### src/rtl/lpcfd_pkg.sv
`timescale 1ns / 1ps

package lpcfd_pkg;

    // field sequence of one frame
    typedef logic [3:0] t_step;

    localparam t_step STEP_ENERGY = 4'd0;
    localparam t_step STEP_REPEAT = 4'd1;
    localparam t_step STEP_PERIOD = 4'd2;
    localparam t_step STEP_K0     = 4'd3;
    localparam t_step STEP_K1     = 4'd4;
    localparam t_step STEP_K2     = 4'd5;
    localparam t_step STEP_K3     = 4'd6;
    localparam t_step STEP_K6     = 4'd9;
    localparam t_step STEP_K7     = 4'd10;
    localparam t_step STEP_K9     = 4'd12;

    // special energy codes
    localparam logic [3:0] ENERGY_SILENT = 4'h0;
    localparam logic [3:0] ENERGY_STOP   = 4'hf;

    // fields completed by one word: at most three leave the parser
    localparam int SLOTS       = 3;
    localparam int SLOT_W      = $clog2(SLOTS);
    localparam int QUEUE_DEPTH = 2;

    // result kinds
    localparam logic KIND_FRAME = 1'b0;
    localparam logic KIND_END   = 1'b1;

    typedef struct packed {
        logic       valid;
        t_step      step;
        logic [5:0] code;
        logic       emit;
    } t_event;

    typedef struct packed {
        t_event [SLOTS-1:0] ev;
    } t_batch;

    localparam logic [7:0] ENERGY_TAB [16] = '{
        8'h00, 8'h02, 8'h03, 8'h04, 8'h05, 8'h07, 8'h0a, 8'h0f,
        8'h14, 8'h20, 8'h29, 8'h39, 8'h51, 8'h72, 8'ha1, 8'hff};

    localparam logic [7:0] PERIOD_TAB [64] = '{
        8'd0,   8'd16,  8'd17,  8'd18,  8'd19,  8'd20,  8'd21,  8'd22,
        8'd23,  8'd24,  8'd25,  8'd26,  8'd27,  8'd28,  8'd29,  8'd30,
        8'd31,  8'd32,  8'd33,  8'd34,  8'd35,  8'd36,  8'd37,  8'd38,
        8'd39,  8'd40,  8'd41,  8'd42,  8'd43,  8'd45,  8'd47,  8'd49,
        8'd51,  8'd53,  8'd54,  8'd57,  8'd59,  8'd61,  8'd63,  8'd66,
        8'd69,  8'd71,  8'd73,  8'd77,  8'd79,  8'd81,  8'd85,  8'd87,
        8'd92,  8'd95,  8'd99,  8'd102, 8'd106, 8'd110, 8'd115, 8'd119,
        8'd123, 8'd128, 8'd133, 8'd138, 8'd143, 8'd149, 8'd154, 8'd160};

    localparam logic signed [15:0] KA_TAB [32] = '{
        -16'sd32064, -16'sd31872, -16'sd31808, -16'sd31680,
        -16'sd31552, -16'sd31424, -16'sd31232, -16'sd30848,
        -16'sd30592, -16'sd30336, -16'sd30016, -16'sd29696,
        -16'sd29376, -16'sd28928, -16'sd28480, -16'sd27968,
        -16'sd26368, -16'sd24256, -16'sd21632, -16'sd18368,
        -16'sd14528, -16'sd10048, -16'sd5184,  16'sd0,
        16'sd5184,   16'sd10048,  16'sd14528,  16'sd18368,
        16'sd21632,  16'sd24256,  16'sd26368,  16'sd27968};

    localparam logic signed [15:0] KB_TAB [32] = '{
        -16'sd20992, -16'sd19328, -16'sd17536, -16'sd15552,
        -16'sd13440, -16'sd11200, -16'sd8768,  -16'sd6272,
        -16'sd3712,  -16'sd1088,  16'sd1536,   16'sd4160,
        16'sd6720,   16'sd9216,   16'sd11584,  16'sd13824,
        16'sd15936,  16'sd17856,  16'sd19648,  16'sd21248,
        16'sd22656,  16'sd24000,  16'sd25152,  16'sd26176,
        16'sd27072,  16'sd27840,  16'sd28544,  16'sd29120,
        16'sd29632,  16'sd30080,  16'sd30464,  16'sd32384};

    // k2..k9; the 3-bit coefficients use the first eight entries
    localparam logic signed [7:0] KN_TAB [8][16] = '{
        '{-8'sd110, -8'sd97, -8'sd83, -8'sd70, -8'sd56, -8'sd43, -8'sd29, -8'sd16,
          -8'sd2, 8'sd11, 8'sd25, 8'sd38, 8'sd52, 8'sd65, 8'sd79, 8'sd92},
        '{-8'sd82, -8'sd68, -8'sd54, -8'sd40, -8'sd26, -8'sd12, 8'sd1, 8'sd15,
          8'sd29, 8'sd43, 8'sd57, 8'sd71, 8'sd85, 8'sd99, 8'sd113, 8'sd126},
        '{-8'sd82, -8'sd70, -8'sd59, -8'sd47, -8'sd35, -8'sd24, -8'sd12, -8'sd1,
          8'sd11, 8'sd23, 8'sd34, 8'sd46, 8'sd57, 8'sd69, 8'sd81, 8'sd92},
        '{-8'sd64, -8'sd53, -8'sd42, -8'sd31, -8'sd20, -8'sd9, 8'sd3, 8'sd14,
          8'sd25, 8'sd36, 8'sd47, 8'sd58, 8'sd69, 8'sd80, 8'sd91, 8'sd102},
        '{-8'sd77, -8'sd65, -8'sd53, -8'sd41, -8'sd29, -8'sd17, -8'sd5, 8'sd7,
          8'sd19, 8'sd31, 8'sd43, 8'sd55, 8'sd67, 8'sd79, 8'sd90, 8'sd102},
        '{-8'sd64, -8'sd40, -8'sd16, 8'sd7, 8'sd31, 8'sd55, 8'sd79, 8'sd102,
          8'sd0, 8'sd0, 8'sd0, 8'sd0, 8'sd0, 8'sd0, 8'sd0, 8'sd0},
        '{-8'sd64, -8'sd44, -8'sd24, -8'sd4, 8'sd16, 8'sd37, 8'sd57, 8'sd77,
          8'sd0, 8'sd0, 8'sd0, 8'sd0, 8'sd0, 8'sd0, 8'sd0, 8'sd0},
        '{-8'sd51, -8'sd33, -8'sd15, 8'sd4, 8'sd22, 8'sd32, 8'sd59, 8'sd77,
          8'sd0, 8'sd0, 8'sd0, 8'sd0, 8'sd0, 8'sd0, 8'sd0, 8'sd0}};

    // number of bits in the field expected at a step
    function automatic logic [2:0] field_width(input t_step s);
        logic [2:0] w;
        case (s) inside
            STEP_REPEAT:       w = 3'd1;
            STEP_PERIOD:       w = 3'd6;
            STEP_K0, STEP_K1:  w = 3'd5;
            [STEP_K7:STEP_K9]: w = 3'd3;
            default:           w = 3'd4;
        endcase
        return w;
    endfunction

endpackage

### src/rtl/lpcfd_front.sv
`timescale 1ns / 1ps

module lpcfd_front (
    input  logic                  i_clk,
    input  logic                  i_rst_n,
    input  logic                  i_valid,
    input  logic [7:0]            i_stream_byte,
    input  logic                  i_q_full,
    output logic                  o_stall,
    output logic                  o_push,
    output lpcfd_pkg::t_batch     o_batch
);

    lpcfd_pkg::t_step r_step, n_step;
    logic [2:0]       r_bits, n_bits;
    logic [5:0]       r_accum, n_accum;
    logic             r_repeat, n_repeat;
    logic             r_voiced, n_voiced;
    logic             accept;
    logic             any_event;

    assign o_stall = i_q_full;
    assign accept  = i_valid && !i_q_full;
    assign o_push  = accept && any_event;

    // split one word into completed fields, least significant bit first
    always_comb begin : p_parse
        lpcfd_pkg::t_step        step;
        logic [2:0]              bits;
        logic [5:0]              acc;
        logic                    rep;
        logic                    voi;
        logic                    stopped;
        logic [lpcfd_pkg::SLOT_W-1:0] n;
        lpcfd_pkg::t_event       ev;
        lpcfd_pkg::t_batch       b;

        step    = (r_step > lpcfd_pkg::STEP_K9) ? lpcfd_pkg::STEP_ENERGY : r_step;
        bits    = r_bits;
        acc     = r_accum;
        rep     = r_repeat;
        voi     = r_voiced;
        stopped = 1'b0;
        n       = '0;
        b       = '0;
        ev      = '0;

        for (int i = 0; i < 8; i++) begin
            if (!stopped) begin
                acc  = {acc[4:0], i_stream_byte[i]};
                bits = bits + 3'd1;
                if (bits >= lpcfd_pkg::field_width(step)) begin
                    ev.valid = 1'b1;
                    ev.step  = step;
                    ev.code  = acc;
                    ev.emit  = 1'b0;
                    acc      = '0;
                    bits     = '0;
                    case (step) inside
                        lpcfd_pkg::STEP_REPEAT: begin
                            // only steers the parse, the back end never needs it
                            rep      = ev.code[0];
                            ev.valid = 1'b0;
                            step     = lpcfd_pkg::STEP_PERIOD;
                        end
                        lpcfd_pkg::STEP_PERIOD: begin
                            voi = (ev.code != 6'd0);
                            if (rep) begin
                                ev.emit = 1'b1;
                                step    = lpcfd_pkg::STEP_ENERGY;
                            end else begin
                                step = lpcfd_pkg::STEP_K0;
                            end
                        end
                        [lpcfd_pkg::STEP_K0:lpcfd_pkg::STEP_K9]: begin
                            // unvoiced frames end after k3
                            if ((step == lpcfd_pkg::STEP_K3 && !voi) ||
                                step == lpcfd_pkg::STEP_K9) begin
                                ev.emit = 1'b1;
                                step    = lpcfd_pkg::STEP_ENERGY;
                            end else begin
                                step = step + 4'd1;
                            end
                        end
                        default: begin
                            if (ev.code[3:0] == lpcfd_pkg::ENERGY_SILENT) begin
                                ev.emit = 1'b1;
                            end else if (ev.code[3:0] == lpcfd_pkg::ENERGY_STOP) begin
                                // end of word: drop the rest of this word
                                ev.emit = 1'b1;
                                rep     = 1'b0;
                                voi     = 1'b0;
                                stopped = 1'b1;
                            end else begin
                                step = lpcfd_pkg::STEP_REPEAT;
                            end
                        end
                    endcase
                    if (ev.valid) begin
                        b.ev[n] = ev;
                        n       = n + 1'b1;
                    end
                end
            end
        end

        n_step    = step;
        n_bits    = bits;
        n_accum   = acc;
        n_repeat  = rep;
        n_voiced  = voi;
        o_batch   = b;
        any_event = b.ev[0].valid;
    end

    // parser state
    always_ff @(posedge i_clk) begin
        if (!i_rst_n) begin
            r_step   <= lpcfd_pkg::STEP_ENERGY;
            r_bits   <= '0;
            r_accum  <= '0;
            r_repeat <= 1'b0;
            r_voiced <= 1'b0;
        end else if (accept) begin
            r_step   <= n_step;
            r_bits   <= n_bits;
            r_accum  <= n_accum;
            r_repeat <= n_repeat;
            r_voiced <= n_voiced;
        end
    end

endmodule

### src/rtl/lpcfd_queue.sv
`timescale 1ns / 1ps

module lpcfd_queue (
    input  logic              i_clk,
    input  logic              i_rst_n,
    input  logic              i_push,
    input  lpcfd_pkg::t_batch i_data,
    input  logic              i_pop,
    output lpcfd_pkg::t_batch o_data,
    output logic              o_full,
    output logic              o_empty
);

    localparam int PTR_W = $clog2(lpcfd_pkg::QUEUE_DEPTH);
    localparam int CNT_W = $clog2(lpcfd_pkg::QUEUE_DEPTH + 1);

    lpcfd_pkg::t_batch r_mem [lpcfd_pkg::QUEUE_DEPTH];
    logic [PTR_W-1:0]  r_wr;
    logic [PTR_W-1:0]  r_rd;
    logic [CNT_W-1:0]  r_count, n_count;

    assign o_data  = r_mem[r_rd];
    assign o_full  = (r_count == CNT_W'(lpcfd_pkg::QUEUE_DEPTH));
    assign o_empty = (r_count == '0);

    // occupancy
    always_comb begin
        n_count = r_count;
        if (i_push && !i_pop) begin
            n_count = r_count + 1'b1;
        end else if (i_pop && !i_push) begin
            n_count = r_count - 1'b1;
        end
    end

    // pointers and count
    always_ff @(posedge i_clk) begin
        if (!i_rst_n) begin
            r_wr    <= '0;
            r_rd    <= '0;
            r_count <= '0;
        end else begin
            r_count <= n_count;
            if (i_push) begin
                r_wr <= r_wr + 1'b1;
            end
            if (i_pop) begin
                r_rd <= r_rd + 1'b1;
            end
        end
    end

    // storage
    always_ff @(posedge i_clk) begin
        if (i_push) begin
            r_mem[r_wr] <= i_data;
        end
    end

endmodule

### src/rtl/lpcfd_back.sv
`timescale 1ns / 1ps

module lpcfd_back (
    input  logic                i_clk,
    input  logic                i_rst_n,
    input  logic                i_batch_valid,
    input  lpcfd_pkg::t_batch   i_batch,
    output logic                o_pop,
    input  logic                i_stall,
    output logic                o_valid,
    output logic                o_result_kind,
    output logic                o_last_in_byte,
    output logic [7:0]          o_energy_value,
    output logic [7:0]          o_pitch_period,
    output logic signed [15:0]  o_refl_first,
    output logic signed [15:0]  o_refl_second,
    output logic [63:0]         o_refl_rest_packed
);

    // frame registers
    logic [7:0]        r_energy, n_energy;
    logic [7:0]        r_period, n_period;
    logic signed [15:0] r_ka, n_ka;
    logic signed [15:0] r_kb, n_kb;
    logic signed [7:0] r_kn [8];
    logic signed [7:0] n_kn [8];
    logic [lpcfd_pkg::SLOT_W-1:0] r_idx;

    // output register
    logic              r_out_valid;
    logic              r_kind;
    logic              r_last;
    logic [7:0]        r_out_energy;
    logic [7:0]        r_out_period;
    logic signed [15:0] r_out_ka;
    logic signed [15:0] r_out_kb;
    logic [63:0]       r_out_rest;

    logic              emit_seen;
    logic              emit_kind;
    logic [lpcfd_pkg::SLOT_W-1:0] emit_pos;
    logic              later_any;
    logic              later_emit;
    logic              out_free;
    logic              go;
    logic [63:0]       rest_packed;

    // apply fields from the current slot up to and including the next frame end
    always_comb begin : p_apply
        lpcfd_pkg::t_event ev;
        logic [2:0]        ki;

        n_energy   = r_energy;
        n_period   = r_period;
        n_ka       = r_ka;
        n_kb       = r_kb;
        n_kn       = r_kn;
        emit_seen  = 1'b0;
        emit_kind  = lpcfd_pkg::KIND_FRAME;
        emit_pos   = '0;
        later_any  = 1'b0;
        later_emit = 1'b0;
        ev         = '0;
        ki         = '0;

        for (int j = 0; j < lpcfd_pkg::SLOTS; j++) begin
            ev = i_batch.ev[j];
            if (ev.valid && (lpcfd_pkg::SLOT_W'(j) >= r_idx)) begin
                if (emit_seen) begin
                    later_any = 1'b1;
                    if (ev.emit) begin
                        later_emit = 1'b1;
                    end
                end else begin
                    case (ev.step) inside
                        lpcfd_pkg::STEP_REPEAT: begin
                        end
                        lpcfd_pkg::STEP_PERIOD: begin
                            n_period = lpcfd_pkg::PERIOD_TAB[ev.code];
                        end
                        lpcfd_pkg::STEP_K0: begin
                            n_ka = lpcfd_pkg::KA_TAB[ev.code[4:0]];
                        end
                        lpcfd_pkg::STEP_K1: begin
                            n_kb = lpcfd_pkg::KB_TAB[ev.code[4:0]];
                        end
                        [lpcfd_pkg::STEP_K2:lpcfd_pkg::STEP_K9]: begin
                            ki       = 3'(ev.step - lpcfd_pkg::STEP_K2);
                            n_kn[ki] = lpcfd_pkg::KN_TAB[ki][ev.code[3:0]];
                        end
                        default: begin
                            if (ev.code[3:0] == lpcfd_pkg::ENERGY_STOP) begin
                                // end of word clears the whole frame
                                n_energy  = '0;
                                n_period  = '0;
                                n_ka      = '0;
                                n_kb      = '0;
                                for (int m = 0; m < 8; m++) begin
                                    n_kn[m] = '0;
                                end
                                emit_kind = lpcfd_pkg::KIND_END;
                            end else begin
                                n_energy = lpcfd_pkg::ENERGY_TAB[ev.code[3:0]];
                            end
                        end
                    endcase
                    if (ev.emit) begin
                        emit_seen = 1'b1;
                        emit_pos  = lpcfd_pkg::SLOT_W'(j);
                    end
                end
            end
        end

        for (int m = 0; m < 8; m++) begin
            rest_packed[8*m +: 8] = n_kn[m];
        end
    end

    assign out_free = !r_out_valid || !i_stall;
    assign go       = i_batch_valid && (!emit_seen || out_free);
    assign o_pop    = go && !(emit_seen && later_any);

    // frame state and slot pointer
    always_ff @(posedge i_clk) begin
        if (!i_rst_n) begin
            r_energy <= '0;
            r_period <= '0;
            r_ka     <= '0;
            r_kb     <= '0;
            for (int m = 0; m < 8; m++) begin
                r_kn[m] <= '0;
            end
            r_idx    <= '0;
        end else if (go) begin
            r_energy <= n_energy;
            r_period <= n_period;
            r_ka     <= n_ka;
            r_kb     <= n_kb;
            r_kn     <= n_kn;
            if (o_pop) begin
                r_idx <= '0;
            end else begin
                r_idx <= emit_pos + 1'b1;
            end
        end
    end

    // result handshake
    always_ff @(posedge i_clk) begin
        if (!i_rst_n) begin
            r_out_valid <= 1'b0;
        end else if (go && emit_seen) begin
            r_out_valid <= 1'b1;
        end else if (!i_stall) begin
            r_out_valid <= 1'b0;
        end
    end

    // result payload
    always_ff @(posedge i_clk) begin
        if (go && emit_seen) begin
            r_kind       <= emit_kind;
            r_last       <= !later_emit;
            r_out_energy <= n_energy;
            r_out_period <= n_period;
            r_out_ka     <= n_ka;
            r_out_kb     <= n_kb;
            r_out_rest   <= rest_packed;
        end
    end

    assign o_valid            = r_out_valid;
    assign o_result_kind      = r_kind;
    assign o_last_in_byte     = r_last;
    assign o_energy_value     = r_out_energy;
    assign o_pitch_period     = r_out_period;
    assign o_refl_first       = r_out_ka;
    assign o_refl_second      = r_out_kb;
    assign o_refl_rest_packed = r_out_rest;

endmodule

### src/rtl/lpc_frame_bitstream_decoder_unit.sv
`timescale 1ns / 1ps

// LPC speech frame decoder. Compressed speech enters one byte per word on the
// input channel (i_valid / o_stall, i_stream_byte); a word is taken at a clock
// edge with i_valid high and o_stall low. Bits are used least significant
// first and may continue a field started in an earlier word.
// Decoded frames and end-of-word markers leave on the output channel
// (o_valid / i_stall); o_last_in_byte flags the final result caused by an
// input word, so a word gives zero, one or two results.
// With the queue empty and the output free, the fields of a word pass through
// a queue entry into the output register, where the result becomes valid.
// Throughput: the bit parser takes one word per cycle while the queue is not
// full; the frame register unit behind a two-entry queue handles each result
// of a word in its own step, and a further step for fields after the last one.
// The output register reloads in the cycle its word is taken, so no bubble
// is needed between results. While i_stall is high the result holds; the
// queue keeps accepting words until it fills, then o_stall rises.
// Synchronous reset (i_rst_n low) clears the parser, the queue and all frame
// registers to zero; the next word is parsed as an energy field.

module lpc_frame_bitstream_decoder_unit (
    input  logic               i_clk,
    input  logic               i_rst_n,
    input  logic               i_valid,
    output logic               o_stall,
    input  logic [7:0]         i_stream_byte,
    output logic               o_valid,
    input  logic               i_stall,
    output logic               o_result_kind,
    output logic               o_last_in_byte,
    output logic [7:0]         o_energy_value,
    output logic [7:0]         o_pitch_period,
    output logic signed [15:0] o_refl_first,
    output logic signed [15:0] o_refl_second,
    output logic [63:0]        o_refl_rest_packed
);

    lpcfd_pkg::t_batch push_batch;
    lpcfd_pkg::t_batch head_batch;
    logic              push;
    logic              pop;
    logic              q_full;
    logic              q_empty;

    // bit parser
    lpcfd_front u_front (
        .i_clk         (i_clk),
        .i_rst_n       (i_rst_n),
        .i_valid       (i_valid),
        .i_stream_byte (i_stream_byte),
        .i_q_full      (q_full),
        .o_stall       (o_stall),
        .o_push        (push),
        .o_batch       (push_batch)
    );

    // field queue
    lpcfd_queue u_queue (
        .i_clk   (i_clk),
        .i_rst_n (i_rst_n),
        .i_push  (push),
        .i_data  (push_batch),
        .i_pop   (pop),
        .o_data  (head_batch),
        .o_full  (q_full),
        .o_empty (q_empty)
    );

    // frame registers and result output
    lpcfd_back u_back (
        .i_clk              (i_clk),
        .i_rst_n            (i_rst_n),
        .i_batch_valid      (!q_empty),
        .i_batch            (head_batch),
        .o_pop              (pop),
        .i_stall            (i_stall),
        .o_valid            (o_valid),
        .o_result_kind      (o_result_kind),
        .o_last_in_byte     (o_last_in_byte),
        .o_energy_value     (o_energy_value),
        .o_pitch_period     (o_pitch_period),
        .o_refl_first       (o_refl_first),
        .o_refl_second      (o_refl_second),
        .o_refl_rest_packed (o_refl_rest_packed)
    );

endmodule

### config.mk
export PLATFORM = sky130hd
export DESIGN_NAME = lpc_frame_bitstream_decoder_unit
export DESIGN_NICKNAME = d
export VERILOG_FILES = /design/src/rtl/lpcfd_pkg.sv /design/src/rtl/lpcfd_front.sv /design/src/rtl/lpcfd_queue.sv /design/src/rtl/lpcfd_back.sv /design/src/rtl/lpc_frame_bitstream_decoder_unit.sv
export SDC_FILE = /design/constraint.sdc
export NUM_CORES = 2
export LEC_CHECK = 0
export CORE_UTILIZATION = 30
export CTS_CLUSTER_DIAMETER = 120
export DETAILED_ROUTE_END_ITERATION = 6
export DONT_BUFFER_PORTS = 1
export GPL_TIMING_DRIVEN = 0
export HOLD_SLACK_MARGIN = 0.05
export PLACE_DENSITY = 0.46
export RECOVER_POWER = 50
export SLEW_MARGIN = 20
export SYNTH_ARGS = -nofsm -noshare
export SYNTH_HDL_FRONTEND = slang
export SYNTH_SLANG_ARGS = --single-unit
### constraint.sdc
create_clock -name i_clk -period 41.2 [get_ports i_clk]
set_input_delay 2.06 -clock i_clk [delete_from_list [all_inputs] [get_ports i_clk]]
set_output_delay 2.06 -clock i_clk [all_outputs]
set_load 0.005 [all_outputs]
; ---- After elaboration in Yosys (flattened, before gate mapping)
; Memory sizes are Yosys's and may differ from the RTL's. A register that Yosys moved wholly into a read port is not among the register bits.
; Cells that the tools add are included.
[word_totals]
ff_bits = 247
mem_bits_ro = 8064
input_bits = 12
n_memories = 16
out_inout_bits = 116
ram_bits = 72
[mem_list]
columns = memory, words, width, read_ports, rd_clocked_by_memory_dff, wr, line_no
row1 = (name not given), 8, 128, 1, 0, 0, lpcfd_back.sv:89  ; n_kn[ki] = lpcfd_pkg::KN_TAB[ki][ev.code[3:0]];
row2 = (name not given), 8, 128, 1, 0, 0, lpcfd_back.sv:89
row3 = (name not given), 8, 128, 1, 0, 0, lpcfd_back.sv:89
row4 = (name not given), 64, 8, 1, 0, 0, lpcfd_back.sv:79  ; n_period = lpcfd_pkg::PERIOD_TAB[ev.code];
row5 = (name not given), 32, 16, 1, 0, 0, lpcfd_back.sv:82  ; n_ka = lpcfd_pkg::KA_TAB[ev.code[4:0]];
row6 = (name not given), 32, 16, 1, 0, 0, lpcfd_back.sv:85  ; n_kb = lpcfd_pkg::KB_TAB[ev.code[4:0]];
row7 = 10 more memories, n/a, n/a, n/a, n/a, n/a, n/a
[op_classes]
n_addsub = 30
reduce_logical = 101
magnitude_cmp = 71
n_mux = 667
bitwise = 12
eq_ne = 73
[op_table]
columns = operator, count
row1 = $mux 64, 23
row2 = $mux 16, 58
row3 = $mux 128, 6
row4 = $mux 36, 21
row5 = $mux 8, 67
row6 = $mux 1, 292
row7 = $mux 4, 64
row8 = $bwmux 36, 7
row9 = $bwmux 64, 3
row10 = $demux 12 s2, 7
row11 = $mux 3, 54
row12 = $mux 12, 9
row13 = $bmux 8 s4, 3
row14 = $eq 4x2->1 const B, 22
row15 = $eq 4x3->1 const B, 19
row16 = $eq 4x4->1 const B, 19
row17 = $mux 5, 15
row18 = $demux 8 s3, 3
row19 = $mux 2, 35
row20 = $logic_and 1x1->1, 48
row21 = $reduce_bool 6->1, 8
row22 = $eq 4x1->1 const B, 11
row23 = $ge 4x4->1 const B, 11
row24 = $le 4x4->1 const B, 11
row25 = other kinds (30), 138

; ---- Depth between registers and ports, before layout
[logic_depth]
depth_word = 89
mapped_depth = 129
ltp_nobuf = 117

; ---- By module
; Synthesis repeated with hierarchy kept, for this count alone.
[unflattened]
cells_unflattened = 4213
area_unflattened_um2 = 33214.4
[by_module_without_submodules]
columns = module, cells_each, n_inst, area_per_inst_um2, seq_area_each_um2
row1 = lpcfd_back, 2704, 1, 21439.3, 5725.5
row2 = lpcfd_front, 1374, 1, 8946.1, 280.3
row3 = lpcfd_queue, 134, 1, 2825.2, 2262.2
row4 = lpc_frame_bitstream_decoder_unit, 1, 1, 3.8, 0.0

; ---- Least setup slack after synthesis
; No wires, ideal clock.
[synth_timing]
path_kind = reg-to-reg
from = reg u_front.r_step[3]
to = mem u_queue.r_mem[0][0] (netlist name) (enable)
arrival_ns = 23.223
required_time_ns = 40.765
path_buffers = 13
period_less_slack_ns = 23.658
slack_ns = 17.542
stages_incl_launch_ff = 121
setup_time_ns = 0.435
path_cell_list = dfxtp_1 buf_2 a21bo_2 inv_1 ha_1 buf_2 inv_1 maj3_1 a21oi_1 ha_1 and2_1 a21oi_2 buf_2 nor2_1 a31o_2 clkbuf_1 inv_1 ha_1 [85 not listed] a21o_1 and3_1 clkbuf_1 nand2_1 nor4_2 nor3_2 ha_1 inv_1 nor3_1 o21ai_1 ha_1 nand2b_1 a21o_1 a21oi_1 nor2_1 nand3_1 a41oi_2 nor2b_1
[synth_via]
elab_chain_len = 83
elab_cells_between_ends = 518
cone_classes = 20 x add/sub / 46 x order compare / 52 x eq/ne / 338 x mux / 62 x reduce/logical
[synth_rtl]
columns = element, line_no
row1 = from (decl), lpcfd_front.sv:14  ; lpcfd_pkg::t_step r_step, n_step;
row2 = from (signal assigned), lpcfd_front.sv:119  ; r_step <= lpcfd_pkg::STEP_ENERGY;
row3 = from (signal assigned), lpcfd_front.sv:125  ; r_step <= n_step;
row4 = $gt 4x4->1, lpcfd_front.sv:38  ; step = (r_step > lpcfd_pkg::STEP_K9) ? lpcfd_pkg::STEP_ENERGY : r_step;
row5 = $mux 4 (*), lpcfd_front.sv:38
row6 = $ge 4x4->1 (implied by the code) (tied with other cells), lpcfd_front.sv:52  ; if (bits >= lpcfd_pkg::field_width(step)) begin
row7 = "$logic_and 1x1->1, on equally long branches", "lpcfd_front.sv:52, lpcfd_front.sv:77"
row8 = $mux 3 or $logic_or 1x1->1 (tied branches), "lpcfd_pkg.sv:99, lpcfd_front.sv:77"
row9 = $mux 3 or $mux 4 (tied branches), "lpcfd_pkg.sv:99, lpcfd_front.sv:77"
row10 = $mux 3 or $mux 4 (tied branches) (2 in a row), "lpcfd_pkg.sv:99, lpcfd_front.sv:59"
row11 = $ge 3x3->1 or $mux 4 (tied branches), "lpcfd_front.sv:52, lpcfd_front.sv:59"
row12 = [63 not listed], n/a
row13 = $mux 3 (4 in a row), lpcfd_pkg.sv:99  ; case (s) inside
row14 = $mux 3, lpcfd_front.sv:49  ; if (!stopped) begin
row15 = $ge 3x3->1, lpcfd_front.sv:52
row16 = $mux 36, lpcfd_front.sv:52
row17 = $mux 36 (*), lpcfd_front.sv:49
row18 = $logic_and 1x1->1 (*), lpcfd_front.sv:24  ; assign o_push = accept && any_event;
row19 = $mux 1 (*), lpcfd_queue.sv:55  ; if (i_push) begin
row20 = $mux 1 (implied by the code) (*), lpcfd_queue.sv:56  ; r_mem[r_wr] <= i_data;
row21 = to (decl), lpcfd_queue.sv:17  ; lpcfd_pkg::t_batch r_mem [lpcfd_pkg::QUEUE_DEPTH];
; Mark *: on every way between the ends. The rest lies on a longest branch, timed or not. The select of a mux whose other input is x is not followed.

; ---- Worst setup path in the final report
[layout_timing]
from = reg u_front.r_step[3]
to = reg u_queue.r_count[1]
[layout_via]
elab_chain_len = 84
elab_cells_between_ends = 521
cone_classes = 20 x add/sub / 46 x order compare / 52 x eq/ne / 337 x mux / 66 x reduce/logical
[layout_rtl]
columns = element, line_no
row1 = $gt 4x4->1, lpcfd_front.sv:38
row2 = $mux 4 (*), lpcfd_front.sv:38
row3 = $ge 4x4->1 (implied by the code) (tied with other cells), lpcfd_front.sv:52
row4 = "$logic_and 1x1->1, on equally long branches", "lpcfd_front.sv:52, lpcfd_front.sv:77"
row5 = $mux 3 or $logic_or 1x1->1 (tied branches), "lpcfd_pkg.sv:99, lpcfd_front.sv:77"
row6 = $mux 3 or $mux 4 (tied branches), "lpcfd_pkg.sv:99, lpcfd_front.sv:77"
row7 = $mux 3 or $mux 4 (tied branches) (2 in a row), "lpcfd_pkg.sv:99, lpcfd_front.sv:59"
row8 = $ge 3x3->1 or $mux 4 (tied branches), "lpcfd_front.sv:52, lpcfd_front.sv:59"
row9 = [67 not listed], n/a
row10 = $mux 3, lpcfd_front.sv:49
row11 = $ge 3x3->1, lpcfd_front.sv:52
row12 = $mux 36, lpcfd_front.sv:52
row13 = $mux 36 (*), lpcfd_front.sv:49
row14 = $logic_and 1x1->1 (*), lpcfd_front.sv:24
row15 = $logic_not 1->1, lpcfd_queue.sv:31  ; end else if (i_pop && !i_push) begin
row16 = $logic_and 1x1->1, lpcfd_queue.sv:31
row17 = $reduce_bool 2->1 (no line), n/a
row18 = to (signal assigned), lpcfd_queue.sv:43  ; r_count <= n_count;
row19 = to (decl), lpcfd_queue.sv:20  ; logic [CNT_W-1:0] r_count, n_count;
; Marked as above.
; A chain may end at the register's enable or synchronous reset.

==> impl_summary.md <==
Outcome
The flow ran to the end, but the final reports show violations. The checks that failed: DRC, capacitance limit, slew limit.

Placement
The detailed placer's ending HPWL is 118000 um. The placed instances occupy a cell area of about 33000 sq um. Routability-driven placement finished with a final weighted congestion of ~1. The worst-case setup slack after placement is 12.00 ns. The count of port buffers added during placement is 0.

Finish
The number of fillers in the final layout is 11300. Once layout is done, the placed cells without fillers occupy ~35000 sq um. In the final layout, the multi-input gates occupy 21500 sq um. Relative to the synthesized area, the layout overhead comes to 10.8%. The proportion of layout cells with a drive suffix above 1 is 0.0556.

The final-stage net count is ~4500. The register cell area after layout is just over 8000 sq um. Leaving out fill and tap cells, the most frequent cell in the layout is sky130_fd_sc_hd__nand2_1. The library cells used most frequently in the layout, excluding fill and tap cells, are sky130_fd_sc_hd__nand2_1 (618), sky130_fd_sc_hd__nor2_1 (406), sky130_fd_sc_hd__o21ai_0 (338), sky130_fd_sc_hd__a21oi_1 (324), sky130_fd_sc_hd__clkbuf_1 (254).

Logic synthesis
Synthesis inferred between 300 and 400 register bits. The share of synthesized flip-flops with an asynchronous set or reset is 0. The most frequently used flop master after synthesis is sky130_fd_sc_hd__edfxtp_1.

Counting every net in the synthesized netlist gives about 4400. The gate count after technology mapping is 4209. The share of the yosys chip area belonging to registers is 0.265. The number of enable flip-flop cells after synthesis is 186.

A synthesized cell averages about 7.4 sq um. The summed instance area of the synthesized netlist is 31200 sq um. Yosys printed 0 warnings. The count of distinct cell types in the synthesized netlist is 117.

Drt
The number of search-and-repair iterations in the first detailed-routing pass is 7. The via count is 35300. The violation count after the first detailed-routing iteration is slightly above 4000. After detailed routing, the number of vias per cell comes to 6.23.

The total wirelength of the detailed-routed design is 154000 um. The residual antenna-violating net count after detailed routing is 0. The average wire per cell in the routed design is 27.1 um. The detailed-route DRC error count is 3.

Worst setup path
Setup slack on the worst reg-to-reg path comes out at about 11 ns. The critical path ends at u_queue.r_count[1]. Counting cells, the worst reg-to-reg path comes to 121. The cell depth of the worst setup path is about 120.

The critical path is of the flip-flop to flip-flop type. The critical path launch point is u_front.r_step[3]. The number of buffer and inverter stages on the critical path is 18.

STA classifies the critical path startpoint as a flip-flop. The critical path's largest stage delay is roughly 0.80 ns. The worst setup path is captured at a flip-flop. The largest individual stage delay along the critical path comes from the cell sky130_fd_sc_hd__a211oi_1. The worst register-to-register path begins at u_front.r_step[3]. The worst-path maximum fanout is 11. The cell type group with the largest total delay on the critical path is compound AO/OA/AOI/OAI gates. The cell repeated most along the worst path is sky130_fd_sc_hd__ha_1.

At the worst endpoint, the arrival time is 30.34 ns. The critical path data required time is 41.70 ns. The endpoint identified for the worst register-to-register timing path is u_queue.r_count[1].

Timing
Setup violations remaining at the end of the flow were counted as 0. Across all hold checks on the routed design, the worst slack comes to 0.451 ns. The count of final max-slew check failures is 21. Across the routed clock network, the largest skew measured is 0.0319 ns. In this run the tightest slew margin relative to its limit is -0.276.

Setup repair after global routing left no endpoint under its margin. The final hold violation count was 0. The final total negative setup slack is 0 ns. At the pin with the least slew margin, the transition time is 1.91 ns. For this run, the top clock speed supported by timing is between 30 and 40 MHz. The routed design could run at a clock period as short as ~30 ns. After layout, the worst setup slack is 11.36 ns. In the finished design, the share of the clock period the worst path needs comes to 0.724.

Die
The floorplan die height is 325 um. The number of rows created at floorplan is 117. The core region is 102000 sq um.

The die is 325 um wide. The initial standard-cell utilization of the core is 0.305. The boundary pin count is roughly 130.

The area enclosed by the die boundary is roughly 110000 sq um.

GRT
The via count of the first global-routing pass is ~33000. The initial antenna violation count was 5. Entering global routing, the biggest net connects 30 pins.

The remaining global-route overflow is 0. The wire length of the first global-routing pass is 225000 um. Across every metal layer, demand over resource in global routing totals 0.278.

Clock tree
The clock reaches the later pin of the worst-skew pair after about 0.59 ns. After clock tree synthesis, the repair step resized 0 gates. The number of buffers added to fix hold violations after cts is 0. The TritonCTS clock tree is done.

The H-tree depth is 2. In this run, CTS created clock tree buffers numbering 39. The count of buffers added by post-CTS timing repair for setup is 0.

The clock net in this run drives a total of 320 sinks. The clock transition time at the flip-flop clock pins of the worst setup and hold paths is 0.07 ns. The root cell of the clock tree is sky130_fd_sc_hd__clkbuf_16. The clock passes through at most 3 buffers.

Worst hold path
The path class of the tightest hold or removal check is flip-flop to flip-flop.

Job
The count of maximum capacitance violations is 1.
-- through the flow --
stage                     cells  utilization
after detailed placement   5596        0.325
after global placement     5577        0.321
final                      5670        0.338
after CTS                  5667        0.338
after global routing       5668        0.338
after floorplan            4209            -
-- worst register-to-register path: cells and delay by family (launching register included) --
family                   cells  cell delay, ns
AO/OA/AOI/OAI               49           11.05
AND/OR/NAND/NOR             36            8.58
adder cells (fa/ha/maj)     17            4.76
buffers and inverters       18            4.69
flip-flops                   1            0.43
multiplexers                 1            0.25
-- registers in the layout (all words and copies together), names as in the netlist, 16 cells and up, named ones only --
| signal | flops |
|---|---|
| u_back.o_refl_first | 16 |
| u_back.o_refl_rest_packed | 64 |
| u_back.r_kn | 64 |
| u_back.r_kb | 16 |
| u_queue.r_mem | 72 |
| u_back.o_refl_second | 16 |
| u_back.r_ka | 16 |
-- synthesized netlist by cell type (36+ instances only) --
cell | number | area share
sky130_fd_sc_hd__ha_1 | 170 | 0.068
sky130_fd_sc_hd__inv_1 | 75 | 0.0090
sky130_fd_sc_hd__a31oi_1 | 61 | 0.012
sky130_fd_sc_hd__dfxtp_1 | 134 | 0.086
sky130_fd_sc_hd__a22o_1 | 39 | 0.011
sky130_fd_sc_hd__a211oi_1 | 78 | 0.019
sky130_fd_sc_hd__edfxtp_1 | 186 | 0.18
sky130_fd_sc_hd__nand3_1 | 133 | 0.021
sky130_fd_sc_hd__nor2b_1 | 42 | 0.0084
sky130_fd_sc_hd__a21oi_1 | 329 | 0.053
sky130_fd_sc_hd__and3_1 | 36 | 0.0072
sky130_fd_sc_hd__buf_1 | 51 | 0.0061
sky130_fd_sc_hd__a22oi_1 | 64 | 0.015
sky130_fd_sc_hd__a21boi_0 | 56 | 0.013
sky130_fd_sc_hd__nand2_1 | 618 | 0.074
sky130_fd_sc_hd__nor2_1 | 407 | 0.049
sky130_fd_sc_hd__nor3_1 | 83 | 0.013
sky130_fd_sc_hd__o21ai_0 | 339 | 0.054
sky130_fd_sc_hd__mux2i_1 | 57 | 0.018
sky130_fd_sc_hd__clkbuf_1 | 237 | 0.028
sky130_fd_sc_hd__nand2b_1 | 36 | 0.0072
sky130_fd_sc_hd__o211ai_1 | 189 | 0.045
sky130_fd_sc_hd__o22ai_1 | 55 | 0.011
sky130_fd_sc_hd__o21ai_1 | 37 | 0.0059
sky130_fd_sc_hd__and2_1 | 82 | 0.016
-- cells by family (layout without fill, tap and decap cells) --
group	count (synthesis)	in the layout	synth area share
AND/OR/NAND/NOR	1597	1597	0.235
multiplexers	85	85	0.0291
AO/OA/AOI/OAI	1603	1603	0.344
adder cells (fa/ha/maj)	172	172	0.0691
other	0	2	0
XOR/XNOR	21	21	0.00589
buffers and inverters	411	502	0.0516
flip-flops	320	320	0.265
-- layout make-up --
| class | instances | share of cell area |
|---|---|---|
| Antenna cell | 2 | 0.000145 |
| Buffer | 323 | 0.0369 |
| Clock buffer | 48 | 0.0310 |
| Clock inverter | 23 | 0.00843 |
| Inverter | 88 | 0.00962 |
| Multi-Input combinational cell | 3478 | 0.620 |
| Sequential cell | 320 | 0.239 |
| Tap cell | 1368 | 0.0495 |
| Timing Repair Buffer | 20 | 0.00524 |
-- layer usage --
layer	share of wire	wire (um)	global-route usage
met1	0.41	62800	0.357
met2	0.46	70500	0.454
met3	0.079	12100	0.0435
met4	0.054	8290	0.131
met5	0.00025	38	0
-- how the worst min path moves through the flow --
stage / start / to / slack [ns] / cells after the start
6_report: u_back.r_ka[4] / u_back.r_ka[4] / 0.45 / 1
5_1_grt: u_back.r_kb[4] / u_back.r_kb[4] / 0.47 / 1
4_1_cts: u_back.r_ka[4] / u_back.r_ka[4] / 0.45 / 1
3_5_place_dp: u_back.r_ka[1] / u_back.r_ka[1] / 0.44 / 1
3_3_place_gp: u_back.r_ka[4] / u_back.r_ka[4] / 0.43 / 1
2_1_floorplan: u_back.r_kb[0] / u_back.r_kb[0] / 0.42 / 1
Power is not shown: default switching activity piles up to over one toggle a cycle in this logic, so the estimate is an artifact.
